`src/rtl/core/dcd_pkg.sv`:
```
// dcd_pkg: shared widths, limits and pipeline word type for the decimal counter display
// no dependencies; every other file takes names from here by scope
package dcd_pkg;

   // number of decimal digits the counter is allowed to use, 1 .. 8
   localparam int NUM_DIGITS = 8;

   localparam int DISPLAY_DIGITS = 8;
   localparam int AMOUNT_BITS = 28;
   localparam int COUNTER_BITS = 27;
   localparam int BCD_BITS = 4 * DISPLAY_DIGITS;
   localparam int COUNT_BITS = 4;

   // double dabble: binary shifted in from the top, padded to a whole number of stages
   localparam int STEPS_PER_STAGE = 7;
   localparam int NUM_STAGES = (COUNTER_BITS + STEPS_PER_STAGE - 1) / STEPS_PER_STAGE;
   localparam int BIN_BITS = NUM_STAGES * STEPS_PER_STAGE;

   localparam int REQ_DATA_BITS = 32;
   localparam int RSP_DATA_BITS = 72;

   // largest value the counter may hold: 10^min(NUM_DIGITS, DISPLAY_DIGITS) - 1
   function automatic logic [COUNTER_BITS-1:0] calc_limit();
      int lim;
      lim = 1;
      for (int i = 0; i < NUM_DIGITS && i < DISPLAY_DIGITS; i++) begin
         lim = lim * 10;
      end
      return COUNTER_BITS'(lim - 1);
   endfunction

   localparam logic [COUNTER_BITS-1:0] COUNT_LIMIT = calc_limit();

   localparam logic OP_LOAD = 1'b0;
   localparam logic OP_ADD  = 1'b1;

   // one word moving down the conversion pipeline
   typedef struct packed {
      logic [BCD_BITS-1:0]     bcd;    // digits built so far, digit 7 on top
      logic [BIN_BITS-1:0]     bin;    // binary bits still to shift in, msb first
      logic [COUNTER_BITS-1:0] value;  // clamped counter value carried along
   } work_type;

endpackage

```
`src/rtl/core/dcd_update.sv`:
```
// dcd_update: counter register with load / signed add and clamp to the display limit
// depends on dcd_pkg for widths, limit, operation codes and work_type
module dcd_update (
   input  logic                              clock,
   input  logic                              reset,
   input  logic                              up_valid,
   input  logic                              up_operation,
   input  logic [dcd_pkg::AMOUNT_BITS-1:0]   up_amount,
   output logic                              up_ready,
   output logic                              dn_valid,
   output dcd_pkg::work_type                 dn_work,
   input  logic                              dn_ready
);

   logic                                 valid_ff, valid_in;
   logic [dcd_pkg::COUNTER_BITS-1:0]     cnt_ff, cnt_in;
   logic signed [dcd_pkg::AMOUNT_BITS:0] amt_ext, cnt_ext, sum;
   logic                                 take;

   assign up_ready = !valid_ff || dn_ready;
   assign take     = up_valid && up_ready;

   always_comb begin
      amt_ext = $signed({up_amount[dcd_pkg::AMOUNT_BITS-1], up_amount});
      cnt_ext = $signed({2'b00, cnt_ff});
      sum = (up_operation == dcd_pkg::OP_ADD) ? (cnt_ext + amt_ext) : amt_ext;
      if (sum < 0) begin
         cnt_in = '0;
      end else if (sum > $signed({2'b00, dcd_pkg::COUNT_LIMIT})) begin
         cnt_in = dcd_pkg::COUNT_LIMIT;
      end else begin
         cnt_in = sum[dcd_pkg::COUNTER_BITS-1:0];
      end
   end

   assign valid_in = up_ready ? up_valid : valid_ff;

   always_ff @(posedge clock) begin
      if (reset) begin
         valid_ff <= 1'b0;
         cnt_ff   <= '0;
      end else begin
         valid_ff <= valid_in;
         if (take) begin
            cnt_ff <= cnt_in;
         end
      end
   end

   assign dn_valid = valid_ff;

   always_comb begin
      dn_work       = '0;
      dn_work.bin   = dcd_pkg::BIN_BITS'(cnt_ff);
      dn_work.value = cnt_ff;
   end

endmodule

```
`src/rtl/core/dcd_dabble_stage.sv`:
```
// dcd_dabble_stage: one registered stage of shift-and-add-3 binary to bcd conversion
// depends on dcd_pkg for step count, widths and work_type
module dcd_dabble_stage (
   input  logic              clock,
   input  logic              reset,
   input  logic              up_valid,
   input  dcd_pkg::work_type up_work,
   output logic              up_ready,
   output logic              dn_valid,
   output dcd_pkg::work_type dn_work,
   input  logic              dn_ready
);

   logic              valid_ff, valid_in;
   dcd_pkg::work_type work_ff, work_in;

   assign up_ready = !valid_ff || dn_ready;
   assign valid_in = up_ready ? up_valid : valid_ff;

   always_comb begin
      logic [dcd_pkg::BCD_BITS-1:0] bcd_v;
      logic [dcd_pkg::BIN_BITS-1:0] bin_v;
      bcd_v = up_work.bcd;
      bin_v = up_work.bin;
      for (int s = 0; s < dcd_pkg::STEPS_PER_STAGE; s++) begin
         // digits of five or more get three added before the doubling
         for (int d = 0; d < dcd_pkg::DISPLAY_DIGITS; d++) begin
            if (bcd_v[4*d +: 4] >= 4'd5) begin
               bcd_v[4*d +: 4] = bcd_v[4*d +: 4] + 4'd3;
            end
         end
         {bcd_v, bin_v} = {bcd_v[dcd_pkg::BCD_BITS-2:0], bin_v, 1'b0};
      end
      work_in.bcd   = bcd_v;
      work_in.bin   = bin_v;
      work_in.value = up_work.value;
   end

   always_ff @(posedge clock) begin
      if (reset) begin
         valid_ff <= 1'b0;
      end else begin
         valid_ff <= valid_in;
      end
   end

   always_ff @(posedge clock) begin
      if (up_ready && up_valid) begin
         work_ff <= work_in;
      end
   end

   assign dn_valid = valid_ff;
   assign dn_work  = work_ff;

endmodule

```
`src/rtl/core/dcd_format.sv`:
```
// dcd_format: significant digit count, blanking mask and the result register
// depends on dcd_pkg for widths and work_type
module dcd_format (
   input  logic                                clock,
   input  logic                                reset,
   input  logic                                up_valid,
   input  dcd_pkg::work_type                   up_work,
   output logic                                up_ready,
   output logic                                rsp_tvalid,
   output logic [dcd_pkg::RSP_DATA_BITS-1:0]   rsp_tdata,
   input  logic                                rsp_tready
);

   logic                                valid_ff, valid_in;
   logic [dcd_pkg::RSP_DATA_BITS-1:0]   data_ff, data_in;
   logic [dcd_pkg::COUNT_BITS-1:0]      count;
   logic [dcd_pkg::DISPLAY_DIGITS-1:0]  mask;

   assign up_ready = !valid_ff || rsp_tready;
   assign valid_in = up_ready ? up_valid : valid_ff;

   always_comb begin
      // highest nonzero digit sets the count, zero still shows one digit
      count = dcd_pkg::COUNT_BITS'(1);
      for (int d = 0; d < dcd_pkg::DISPLAY_DIGITS; d++) begin
         if (up_work.bcd[4*d +: 4] != 4'd0) begin
            count = dcd_pkg::COUNT_BITS'(d + 1);
         end
      end
      mask = dcd_pkg::DISPLAY_DIGITS'((9'd1 << count) - 9'd1);
   end

   always_comb begin
      data_in = '0;
      for (int d = 0; d < dcd_pkg::DISPLAY_DIGITS; d++) begin
         // digit 7 in the lowest nibble, digit 0 last
         data_in[4*d +: 4] = up_work.bcd[4*(dcd_pkg::DISPLAY_DIGITS-1-d) +: 4];
      end
      data_in[dcd_pkg::BCD_BITS +: dcd_pkg::COUNT_BITS] = count;
      data_in[dcd_pkg::BCD_BITS + dcd_pkg::COUNT_BITS +: dcd_pkg::DISPLAY_DIGITS] = mask;
      data_in[dcd_pkg::BCD_BITS + dcd_pkg::COUNT_BITS + dcd_pkg::DISPLAY_DIGITS +:
              dcd_pkg::COUNTER_BITS] = up_work.value;
   end

   always_ff @(posedge clock) begin
      if (reset) begin
         valid_ff <= 1'b0;
      end else begin
         valid_ff <= valid_in;
      end
   end

   always_ff @(posedge clock) begin
      if (up_ready && up_valid) begin
         data_ff <= data_in;
      end
   end

   assign rsp_tvalid = valid_ff;
   assign rsp_tdata  = data_ff;

endmodule

```
`src/rtl/core/decimal_counter_display_digits.sv`:
```
// decimal_counter_display_digits: top level of the clamped decimal counter with digit display
// depends on dcd_pkg, dcd_update, dcd_dabble_stage and dcd_format
//
// channel  dir  handshake           payload
// req      in   req_tvalid/tready   tuser: operation, tdata: amount
// rsp      out  rsp_tvalid/tready   tdata: digits, significant count, mask, counter value
//
// one word accepted per cycle unless the result stream stalls, one result word per accepted word, in order
// each word passes the counter update, 4 shift-and-add-3 stages and the result register
// throughput is set by the counter update, a single add and clamp fed back for each accepted word
// synchronous reset clears the counter to zero and empties every stage
// each stage holds its word while the next one is full, bubbles close up under stall
module decimal_counter_display_digits (
   input  logic                                clock,
   input  logic                                reset,
   input  logic                                req_tvalid,
   output logic                                req_tready,
   input  logic [dcd_pkg::REQ_DATA_BITS-1:0]   req_tdata,   // [27:0] amount, [31:28] zero
   input  logic                                req_tuser,   // [0] operation
   output logic                                rsp_tvalid,
   input  logic                                rsp_tready,
   output logic [dcd_pkg::RSP_DATA_BITS-1:0]   rsp_tdata    // [3:0] digit_7 .. [31:28] digit_0,
                                                            // [35:32] significant_count,
                                                            // [43:36] shown_mask,
                                                            // [70:44] counter_value, [71] zero
);

   // stage handshakes, index 0 is the counter update output
   logic              stg_valid [dcd_pkg::NUM_STAGES+1];
   logic              stg_ready [dcd_pkg::NUM_STAGES+1];
   dcd_pkg::work_type stg_work  [dcd_pkg::NUM_STAGES+1];

   // load or add, then clamp; the stage register doubles as the counter state
   dcd_update u_update (
      .clock        (clock),
      .reset        (reset),
      .up_valid     (req_tvalid),
      .up_operation (req_tuser),
      .up_amount    (req_tdata[dcd_pkg::AMOUNT_BITS-1:0]),
      .up_ready     (req_tready),
      .dn_valid     (stg_valid[0]),
      .dn_work      (stg_work[0]),
      .dn_ready     (stg_ready[0])
   );

   // binary to bcd, a fixed number of shift steps per stage
   for (genvar g = 0; g < dcd_pkg::NUM_STAGES; g++) begin : g_dabble
      dcd_dabble_stage u_stage (
         .clock    (clock),
         .reset    (reset),
         .up_valid (stg_valid[g]),
         .up_work  (stg_work[g]),
         .up_ready (stg_ready[g]),
         .dn_valid (stg_valid[g+1]),
         .dn_work  (stg_work[g+1]),
         .dn_ready (stg_ready[g+1])
      );
   end

   // leading zero blanking and the result register
   dcd_format u_format (
      .clock      (clock),
      .reset      (reset),
      .up_valid   (stg_valid[dcd_pkg::NUM_STAGES]),
      .up_work    (stg_work[dcd_pkg::NUM_STAGES]),
      .up_ready   (stg_ready[dcd_pkg::NUM_STAGES]),
      .rsp_tvalid (rsp_tvalid),
      .rsp_tdata  (rsp_tdata),
      .rsp_tready (rsp_tready)
   );

endmodule

```
`config.mk`:
```
export PLATFORM = sky130hd
export DESIGN_NAME = decimal_counter_display_digits
export DESIGN_NICKNAME = d
export VERILOG_FILES = /design/src/rtl/core/dcd_pkg.sv /design/src/rtl/core/dcd_update.sv /design/src/rtl/core/dcd_dabble_stage.sv /design/src/rtl/core/dcd_format.sv /design/src/rtl/core/decimal_counter_display_digits.sv
export SDC_FILE = /design/constraint.sdc
export NUM_CORES = 1
export LEC_CHECK = 0
export BUFFER_PORTS_ARGS = -buffer_cell sky130_fd_sc_hd__buf_2
export CAP_MARGIN = 10
export CORE_ASPECT_RATIO = 1.75
export CORE_MARGIN = 2
export CORE_UTILIZATION = 50
export CTS_CLUSTER_DIAMETER = 80
export DETAILED_ROUTE_END_ITERATION = 6
export MAX_ROUTING_LAYER = met4
export PLACE_DENSITY = 0.67
export SYNTH_ARGS = -nofsm -noshare
export SYNTH_HDL_FRONTEND = slang
export SYNTH_SLANG_ARGS = --single-unit
```
`constraint.sdc`:
```
create_clock -name clock -period 13.3 [get_ports clock]
set_input_delay 1.33 -clock clock [delete_from_list [all_inputs] [get_ports clock]]
set_output_delay 1.33 -clock clock [all_outputs]
set_load 0.1 [all_outputs]
```
# After elaboration in Yosys (flattened, before gate mapping)
# Index checks and enable logic that the tools add are counted.
[totals]
ff_bits = 370
in_bits = 37
word_cells = 600
[classes]
add_sub_neg = 182
n_lt_le_gt_ge = 182
n_shift = 1
n_mux = 190
n_reduce_logical = 25
[ops]
columns = ["op", "n"]
rows = [
  ["$ge 4x3->1 const B", 172],
  ["$mux 4", 161],
  ["$add 4x2->4 const B", 154],
  ["$mux 3", 23],
  ["$add 3x2->3 const B", 18],
  ["$mux 27", 2],
  ["$add 28x28->29", 1],
  ["$gt 29x28->1 const B", 1],
  ["$lt 29x1->1 const B", 1],
  ["$mux 29", 1],
  ["$reduce_bool 4->1", 7],
  ["$add 1x2->3 const B", 7],
  ["$ge 1x3->1 const B", 7],
  ["$shl 1x4->8 const A", 1],
  ["$sub 8x1->8 const B", 1],
  ["$logic_and 1x1->1", 6],
  ["$logic_not 1->1", 6],
  ["$logic_or 1x1->1", 6],
  ["$mux 2", 2],
  ["$add 1x2->3 const AB", 1],
  ["$ge 1x3->1 const AB", 1],
  ["$mux 1", 1],
]

# Longest topological paths before layout
# Gate-level depths: netlist of the first run.
[depth]
depth_word = 14
mapped_depth = 32
mapped_depth_nobuf = 32

# Hierarchy
# A second synthesis of the first run with hierarchy kept.
[hier_totals]
cells_unflattened = 5673
area_unflattened_um2 = 46787.4
[modules_own_cells]
columns = ["module", "n_inst", "cells_per_inst", "area_each_um2"]
rows = [
  ["dcd_dabble_stage", 4, 1267, 10099.7],
  ["dcd_update", 1, 490, 3947.5],
  ["dcd_format", 1, 115, 2441.1],
]

# Worst setup path before layout of the first run
# OpenSTA, ideal clock, no wires.
[synth_path]
kind = "input-to-reg"
start = "in rsp_tready"
end = "reg g_dabble[3].u_stage.work_ff (netlist bit g_dabble[3].u_stage.dn_work[0]) (enable)"
setup_time_ns = 0.563
arrival_ns = 5.645
required_time_ns = 12.737
setup_slack_ns = 7.092
stages = 2
n_path_buf = 0
cell_sequence = "nor2b_1 a21boi_0"
[synth_between]
elab_chain_cells = 3
[synth_rtl]
columns = ["item", "line_no", "source"]
rows = [
  ["start, declared", "decimal_counter_display_digits.sv:21", "input logic rsp_tready,"],
  ["$logic_or 1x1->1", "dcd_format.sv:19", "assign up_ready = !valid_ff || rsp_tready;"],
  ["$logic_or 1x1->1", "dcd_dabble_stage.sv:17", "assign up_ready = !valid_ff || dn_ready;"],
  ["$logic_and 1x1->1", "dcd_dabble_stage.sv:48", "if (up_ready && up_valid) begin"],
  ["end signal, assigned", "dcd_dabble_stage.sv:49", "work_ff <= work_in;"],
  ["end, declared", "dcd_dabble_stage.sv:15", "dcd_pkg::work_type work_ff, work_in;"],
]
# Every way passes these cells.
# A chain may end at the register's enable or synchronous reset.

==> impl_metrics.csv, run 1 <==
group,metric,value,unit
timing,slew_headroom,25.3,%
synthesis,synth_seq_cells,289,
timing,tightest_slew,1.11,ns
timing,rsz0062_at_grt,"no",
route,wirelength,54600,um
cts,cts_max_level,1,
cells_and_area,n_fill_cell,4285,
synthesis,yosysWarnings,0,
timing,hold_viol,0,
setup_path,path_max_fanout,7,
setup_path,crit_type,"register to register",
synthesis,async_reset_ff_share,0,%
floorplan,die_y,294,um
worst_hold_path,hold_start,"g_dabble[2].u_stage.dn_work[21]",
setup_path,r2r_setup_slack,6.65,ns
setup_path,reg2reg_depth,26,
run,drv_cap,0,
route,drt_iter0_markers,903,
cts,cts_resized,0,
route,num_vias,20390,
global_routing,grt_pass1_vias,19730,
synthesis,yosysSeqAreaShare,34.7,%
timing,period_share,50.0,%
cells_and_area,syn_to_final_growth,7.95,%
synthesis,post_synth.cell_area_avg,9.08,sq um
floorplan,core_area,0.0477,sq mm
cells_and_area,drive_gt1_share,13.6,%
status,status,"finished clean",
timing,min_period,6.65,ns
route,dr.pass1.iters,7,
setup_path,regToRegEndpoint,"g_dabble[3].u_stage.dn_work[68]",
placement,portBuffers,105,
timing,slew_violations,0,
timing,finalSetupViolations,0,
cts,clkSlewWorstSetupHoldPaths,0.06,ns
cts,cts_inserted_buffers,28,
floorplan,ioPinCount,111,
cells_and_area,seqCellArea,0.00835,sq mm
setup_path,crit_path_end_kind,"register",
cts,cts_root_buf,"clkbuf_16",
timing,timing.setup.tns,0,ns
global_routing,grt_overflow,0,
cts,cts_sinks,289,
setup_path,critPathRequiredTime,13.63,ns
worst_hold_path,whs_endpoint,"g_dabble[3].u_stage.dn_work[21]",
cts,cts_setup_buffers,0,
route,wl_per_cell,16.4,um
global_routing,grtUsageTotal,22.0,%
global_routing,grt_pass1_wl,90300,um
cts,hold_buffers,0,
cells_and_area,multi_input_area,0.0148,sq mm
synthesis,ys_types,138,
cts,cts_tree,"yes",
synthesis,synthCells,2652,
cts,insertion_delay,0.59,ns
setup_path,cp-start-kind,"register",
synthesis,ys.flop_type,"edfxtp_1",
route,drc,0,
placement,hpwl,41900,um
timing,fin_worst_skew,0.0130,ns
setup_path,arrival,6.98,ns
placement,gp_congestion,0.928,
synthesis,synthesis.area,0.0241,sq mm
cells_and_area,utilization,54.5,%
timing,clock.fmax,0.150,GHz
floorplan,start_util,50.5,%
route,routed_via_density,6.13,
cts,cts_max_path_buffers,3,
global_routing,antenna_found_initial,0,
cells_and_area,nets,2872,
floorplan,die_x,170,um
synthesis,synth_edf_count,256,
worst_hold_path,min_path_type,"register to register",
route,ant_nets,0,
floorplan,fp-row-count,106,
cells_and_area,fin_area,0.0260,sq mm
floorplan,fp.dieArea,0.0500,sq mm
cells_and_area,num_antenna_cells,0,
placement,placed_area,0.0251,sq mm
global_routing,grt_max_degree,49,
setup_path,reg2reg_from,"g_dabble[2].u_stage.dn_work[63]",
worst_hold_path,whs_path_depth,0,
## logic make-up (layout without fill, tap and decap cells)
group / Yosys count / after routing / synth area share, %
and+or+nand+nor: 842 / 842 / 17.3
muxes: 122 / 122 / 5.48
adders and majority gates: 128 / 128 / 6.63
xor gates and xnor gates: 112 / 112 / 4.80
DFF: 289 / 289 / 34.7
other: 2 / 3 / 0.0312
buffers and inverters: 237 / 318 / 4.06
AOI/OAI and AO/OA: 920 / 920 / 27.0
## synthesized netlist by cell type, drive strengths merged (17+ instances only)
library cell | number | area [sq um]
edfxtp | 256 | 7690
xnor2 | 85 | 898
nor2b | 20 | 128
nor4 | 21 | 156
o21bai | 17 | 128
o31ai | 26 | 200
dfxtp | 33 | 661
inv | 151 | 569
a21o | 51 | 384
nor3 | 70 | 398
mux2 | 39 | 447
a21boi | 20 | 158
o21ai | 197 | 1050
clkbuf | 53 | 199
a211oi | 45 | 383
a31oi | 39 | 275
nand2 | 229 | 865
buf | 32 | 204
o21a | 23 | 173
a22oi | 17 | 146
o22ai | 39 | 250
o211ai | 42 | 354
nor2 | 225 | 852
and2 | 39 | 246
a21oi | 218 | 1180
nand3 | 60 | 300
nand2b | 49 | 309
ha | 122 | 1530
mux2i | 83 | 875
or2 | 29 | 186
and3 | 25 | 161
xor2 | 26 | 235
## area by class of cell
type | count | share of cell area, %
Clock inverter | 18 | 0.736
Clock buffer | 34 | 2.82
Timing Repair Buffer | 114 | 2.28
Sequential cell | 289 | 32.1
Multi-Input combinational cell | 2127 | 57.0
Inverter | 152 | 2.21
Tap cell | 594 | 2.86
## per-layer routing
layer / part of all wire (%) / GRT usage (%)
met1: 37 / 21.1
met2: 55 / 43.6
met3: 3.1 / 2.08
met4: 4.3 / 9.63
met5: 0 / -
## how the worst max path moves through the flow
| stage | start | end | slack (ns) |
|---|---|---|---|
| 2_1_floorplan | rsp_tready | g_dabble[3].u_stage.dn_work[0] | 7.09 |
| 3_3_place_gp | g_dabble[2].u_stage.dn_work[7] | g_dabble[3].u_stage.dn_work[63] | 6.82 |
| 3_5_place_dp | g_dabble[2].u_stage.dn_work[63] | g_dabble[3].u_stage.dn_work[69] | 6.68 |
| 4_1_cts | g_dabble[2].u_stage.dn_work[63] | g_dabble[3].u_stage.dn_work[69] | 6.67 |
| 5_1_grt | g_dabble[2].u_stage.dn_work[7] | g_dabble[3].u_stage.dn_work[63] | 6.10 |
| 6_report | g_dabble[2].u_stage.dn_work[63] | g_dabble[3].u_stage.dn_work[68] | 6.65 |
## layout by cell type (no fill, tap or decap), drive strengths merged, types with 83 or more instances in the layout
cell type    n
nand2      229
xnor2       85
buf        114
a21oi      218
inv        156
nor2       225
edfxtp     256
ha         122
mux2i       83
o21ai      197
## stage by stage
step                hold WS (ns)  instances  worst slack (ns)
finish                     0.414       3328              6.65
global route               0.415       3328              6.10
CTS                        0.402       3328              6.67
detailed placement         0.405       3276              6.68
global placement           0.400       3276              6.82
floorplan                  0.400       2653              7.09
## flip-flops by register name (all words and copies together) (netlist names)
name / count
g_dabble.u_stage.dn_work: 186
u_format.rsp_tdata: 70
u_update.cnt_ff: 27
g_dabble.u_stage.dn_valid: 4
u_format.rsp_tvalid: 1
u_update.dn_valid: 1
## worst max-delay path: stages (launching register included)
cell       delay (ns)
edfxtp_1         0.48
inv_1            0.21
ha_1             0.31
and2b_4          0.24
a2bb2oi_1        0.37
nand2_1          0.17
ha_1             0.38
nand3b_1         0.10
a211oi_1         0.25
a311oi_1         0.10
o32ai_1          0.40
a21oi_2          0.18
nor2_1           0.25
ha_1             0.19
inv_1            0.05
maj3_1           0.33
o21ai_1          0.15
mux2i_1          0.19
ha_1             0.41
a21oi_2          0.15
o211ai_1         0.12
a221oi_2         0.52
a21oi_1          0.08
o21ai_1          0.29
inv_1            0.11
a211oi_1         0.28
a21oi_1          0.06
Power of run 1 is left out: the tool's default activity adds up to more than one toggle a clock period on the data nets, which glitch-free logic cannot reach.
==> run 2: changes to the inputs <==
--- a/config.mk
+++ b/config.mk
@@ -13,7 +13,7 @@
 export CTS_CLUSTER_DIAMETER = 80
 export DETAILED_ROUTE_END_ITERATION = 6
 export MAX_ROUTING_LAYER = met4
-export PLACE_DENSITY = 0.67
+export PLACE_DENSITY = 0.7
 export SYNTH_ARGS = -nofsm -noshare
 export SYNTH_HDL_FRONTEND = slang
 export SYNTH_SLANG_ARGS = --single-unit
==> constraint.sdc (replaced) <==
create_clock -name clock -period 5.9 [get_ports clock]
set_input_delay 0.59 -clock clock [delete_from_list [all_inputs] [get_ports clock]]
set_output_delay 0.59 -clock clock [all_outputs]
set_load 0.1 [all_outputs]
==> run 2 against run 1 <==
Compared with the run above:
- global-route usage rose by 0.63 points
- sequential cell count unchanged
- worst hold slack got worse by 0.14 ns
- sequential share of layout area shrank 2.1 points
- clock skew rose by 0.0016 ns
- utilization grew 3.8 points
- critical path type unchanged
- critical path depth increased by 4
- die area stayed put
- highest routed layer unchanged
- largest cell class unchanged
- final area up 7.0%
- register-to-register slack worse by 6.5 ns
- first-iteration DRC count is 2.4% lower
==> impl_metrics.csv, run 2 (synthesis gave the netlist of run 1 again) <==
group,metric,value,unit
cts,cts_max_path_buffers,3,
placement,gp_congestion,0.908,
cells_and_area,drive_gt1_share,22.0,%
route,drc,0,
global_routing,grt_pass1_vias,20589,
placement,dp_slack,-0.0661,ns
setup_path,cp_slowest_stage_delay,0.47,ns
placement,placed_area,0.0258,sq mm
timing,layout_setup_ws,0.188,ns
timing,finalSetupViolations,0,
placement,post-place-cells,3367,
timing,timing.setup.tns,0,ns
cells_and_area,final_common_cell,"edfxtp_1",
cts,clkSlewWorstSetupHoldPaths,0.07,ns
cts,cts_root_buf,"clkbuf_16",
floorplan,ioPinCount,111,
timing,fin_worst_skew,0.0146,ns
setup_path,critPathRequiredTime,6.22,ns
floorplan,fp.dieArea,0.0500,sq mm
global_routing,grt_max_degree,62,
timing,hold_viol,0,
setup_path,critPathTopFamily,"compound AO/OA/AOI/OAI gates",
global_routing,grt_pass1_wl,93100,um
timing,slew_violations,0,
floorplan,die_y,294,um
cts,cts_max_level,1,
floorplan,core_area,0.0477,sq mm
cts,insertion_delay,0.58,ns
cts,cts_inserted_buffers,28,
cells_and_area,nets,3019,
timing,clock.fmax,0.175,GHz
timing,period_share,96.8,%
cts,hold_buffers,0,
setup_path,cp-start-kind,"register",
floorplan,die_x,170,um
cells_and_area,n_fill_cell,4119,
placement,portBuffers,105,
cells_and_area,num_antenna_cells,0,
cts,cts_sinks,289,
setup_path,cp_slowest_cell,"edfxtp_1",
worst_hold_path,min_path_type,"primary input to register",
cells_and_area,largest_reg_flops,186,
setup_path,crit_path_end_kind,"register",
status,status,"finished clean",
setup_path,arrival,6.04,ns
route,num_vias,21080,
timing,min_period,5.71,ns
route,ant_nets,0,
run,drv_cap,0,
timing,slew_headroom,22.4,%
cells_and_area,fin_area,0.0278,sq mm
route,routed_via_density,6.07,
cts,cts_tree,"yes",
global_routing,antenna_found_initial,0,
route,dr.pass1.iters,7,
floorplan,fp-row-count,106,
floorplan,start_util,50.5,%
setup_path,crit_type,"register to register",
cells_and_area,layout.cells.most_common_list,"edfxtp_1 (256), nand2_1 (226), nor2_1 (216)",
setup_path,path_max_fanout,6,
setup_path,crit_top_cell,"ha_1",
cells_and_area,syn_to_final_growth,15.6,%
setup_path,cp_num_buf_inv,4,
route,wl_per_cell,16.3,um
timing,tightest_slew,1.16,ns
global_routing,grtUsageTotal,22.6,%
cells_and_area,final_cells,3474,
route,wirelength,56700,um
placement,hpwl,42100,um
global_routing,grt_overflow,0,
route,drt_iter0_markers,881,
## run 2: cell types whose count changed in the layout (fill, tap and decap cells not counted), sizes merged
| cell | previous run | this run |
|---|---|---|
| buf | 114 | 261 |
| clkbuf | 34 | 38 |
| clkinvlp | 1 | 2 |
| clkinv | 11 | 8 |
| inv | 156 | 153 |
## run 2: final cells by class
cell class	instances	area (sq um)	share of cell area [%]
clock buffer	38	801	2.88
clock inverter	13	164	0.589
inverter	152	574	2.06
multi-input combinational	2127	15500	55.7
sequential	289	8350	30.0
tap	594	743	2.67
timing repair buffer	261	1700	6.09
## run 2: stage by stage
| step | hold slack, ns | util [%] |
|---|---|---|
| final | 0.278 | 58.3 |
| after global routing | 0.271 | 58.3 |
| after CTS | 0.247 | 56.1 |
| after detailed placement | 0.405 | 54.0 |
| after global placement | 0.401 | 54.0 |
| after floorplan | 0.400 | - |
## run 2: path summary, 6_finish.rpt
kind / startpoint / to / slack [ns] / cells after the start
setup / recovery: g_dabble[1].u_stage.dn_work[63] / g_dabble[2].u_stage.dn_work[66] / 0.19 / 30
setup reg to reg: g_dabble[1].u_stage.dn_work[63] / g_dabble[2].u_stage.dn_work[66] / 0.19 / 30
hold reg to reg: g_dabble[0].u_stage.dn_work[8] / g_dabble[1].u_stage.dn_work[8] / 0.41 / 0
hold / removal: req_tvalid / u_update.dn_valid / 0.28 / 3
## run 2: routing by layer
| metal | global-route usage (%) | wire length, um | vias to the layer above |
|---|---|---|---|
| met2 | 45.1 | 32200 | 386 |
| met4 | 8.96 | 2210 | 0 |
| met3 | 1.87 | 1440 | 135 |
| met5 | - | 0 | - |
| li1 | - | - | 10462 |
| met1 | 22.1 | 20900 | 10097 |
## run 2: repair_timing
| action | CTS | global route |
|---|---|---|
| buffers inserted | 3 | 53 |
| pin swaps | 1 | 50 |
| hold endpoints to repair | 0 | 0 |
| gates resized for setup | 6 | 144 |
| setup endpoints to repair | 9 | 58 |
## run 2: worst min-delay path: stages
cell     delay, ns
buf_2         0.12
inv_1         0.05
a21oi_1       0.05
Power of run 2 is left out for the same reason.
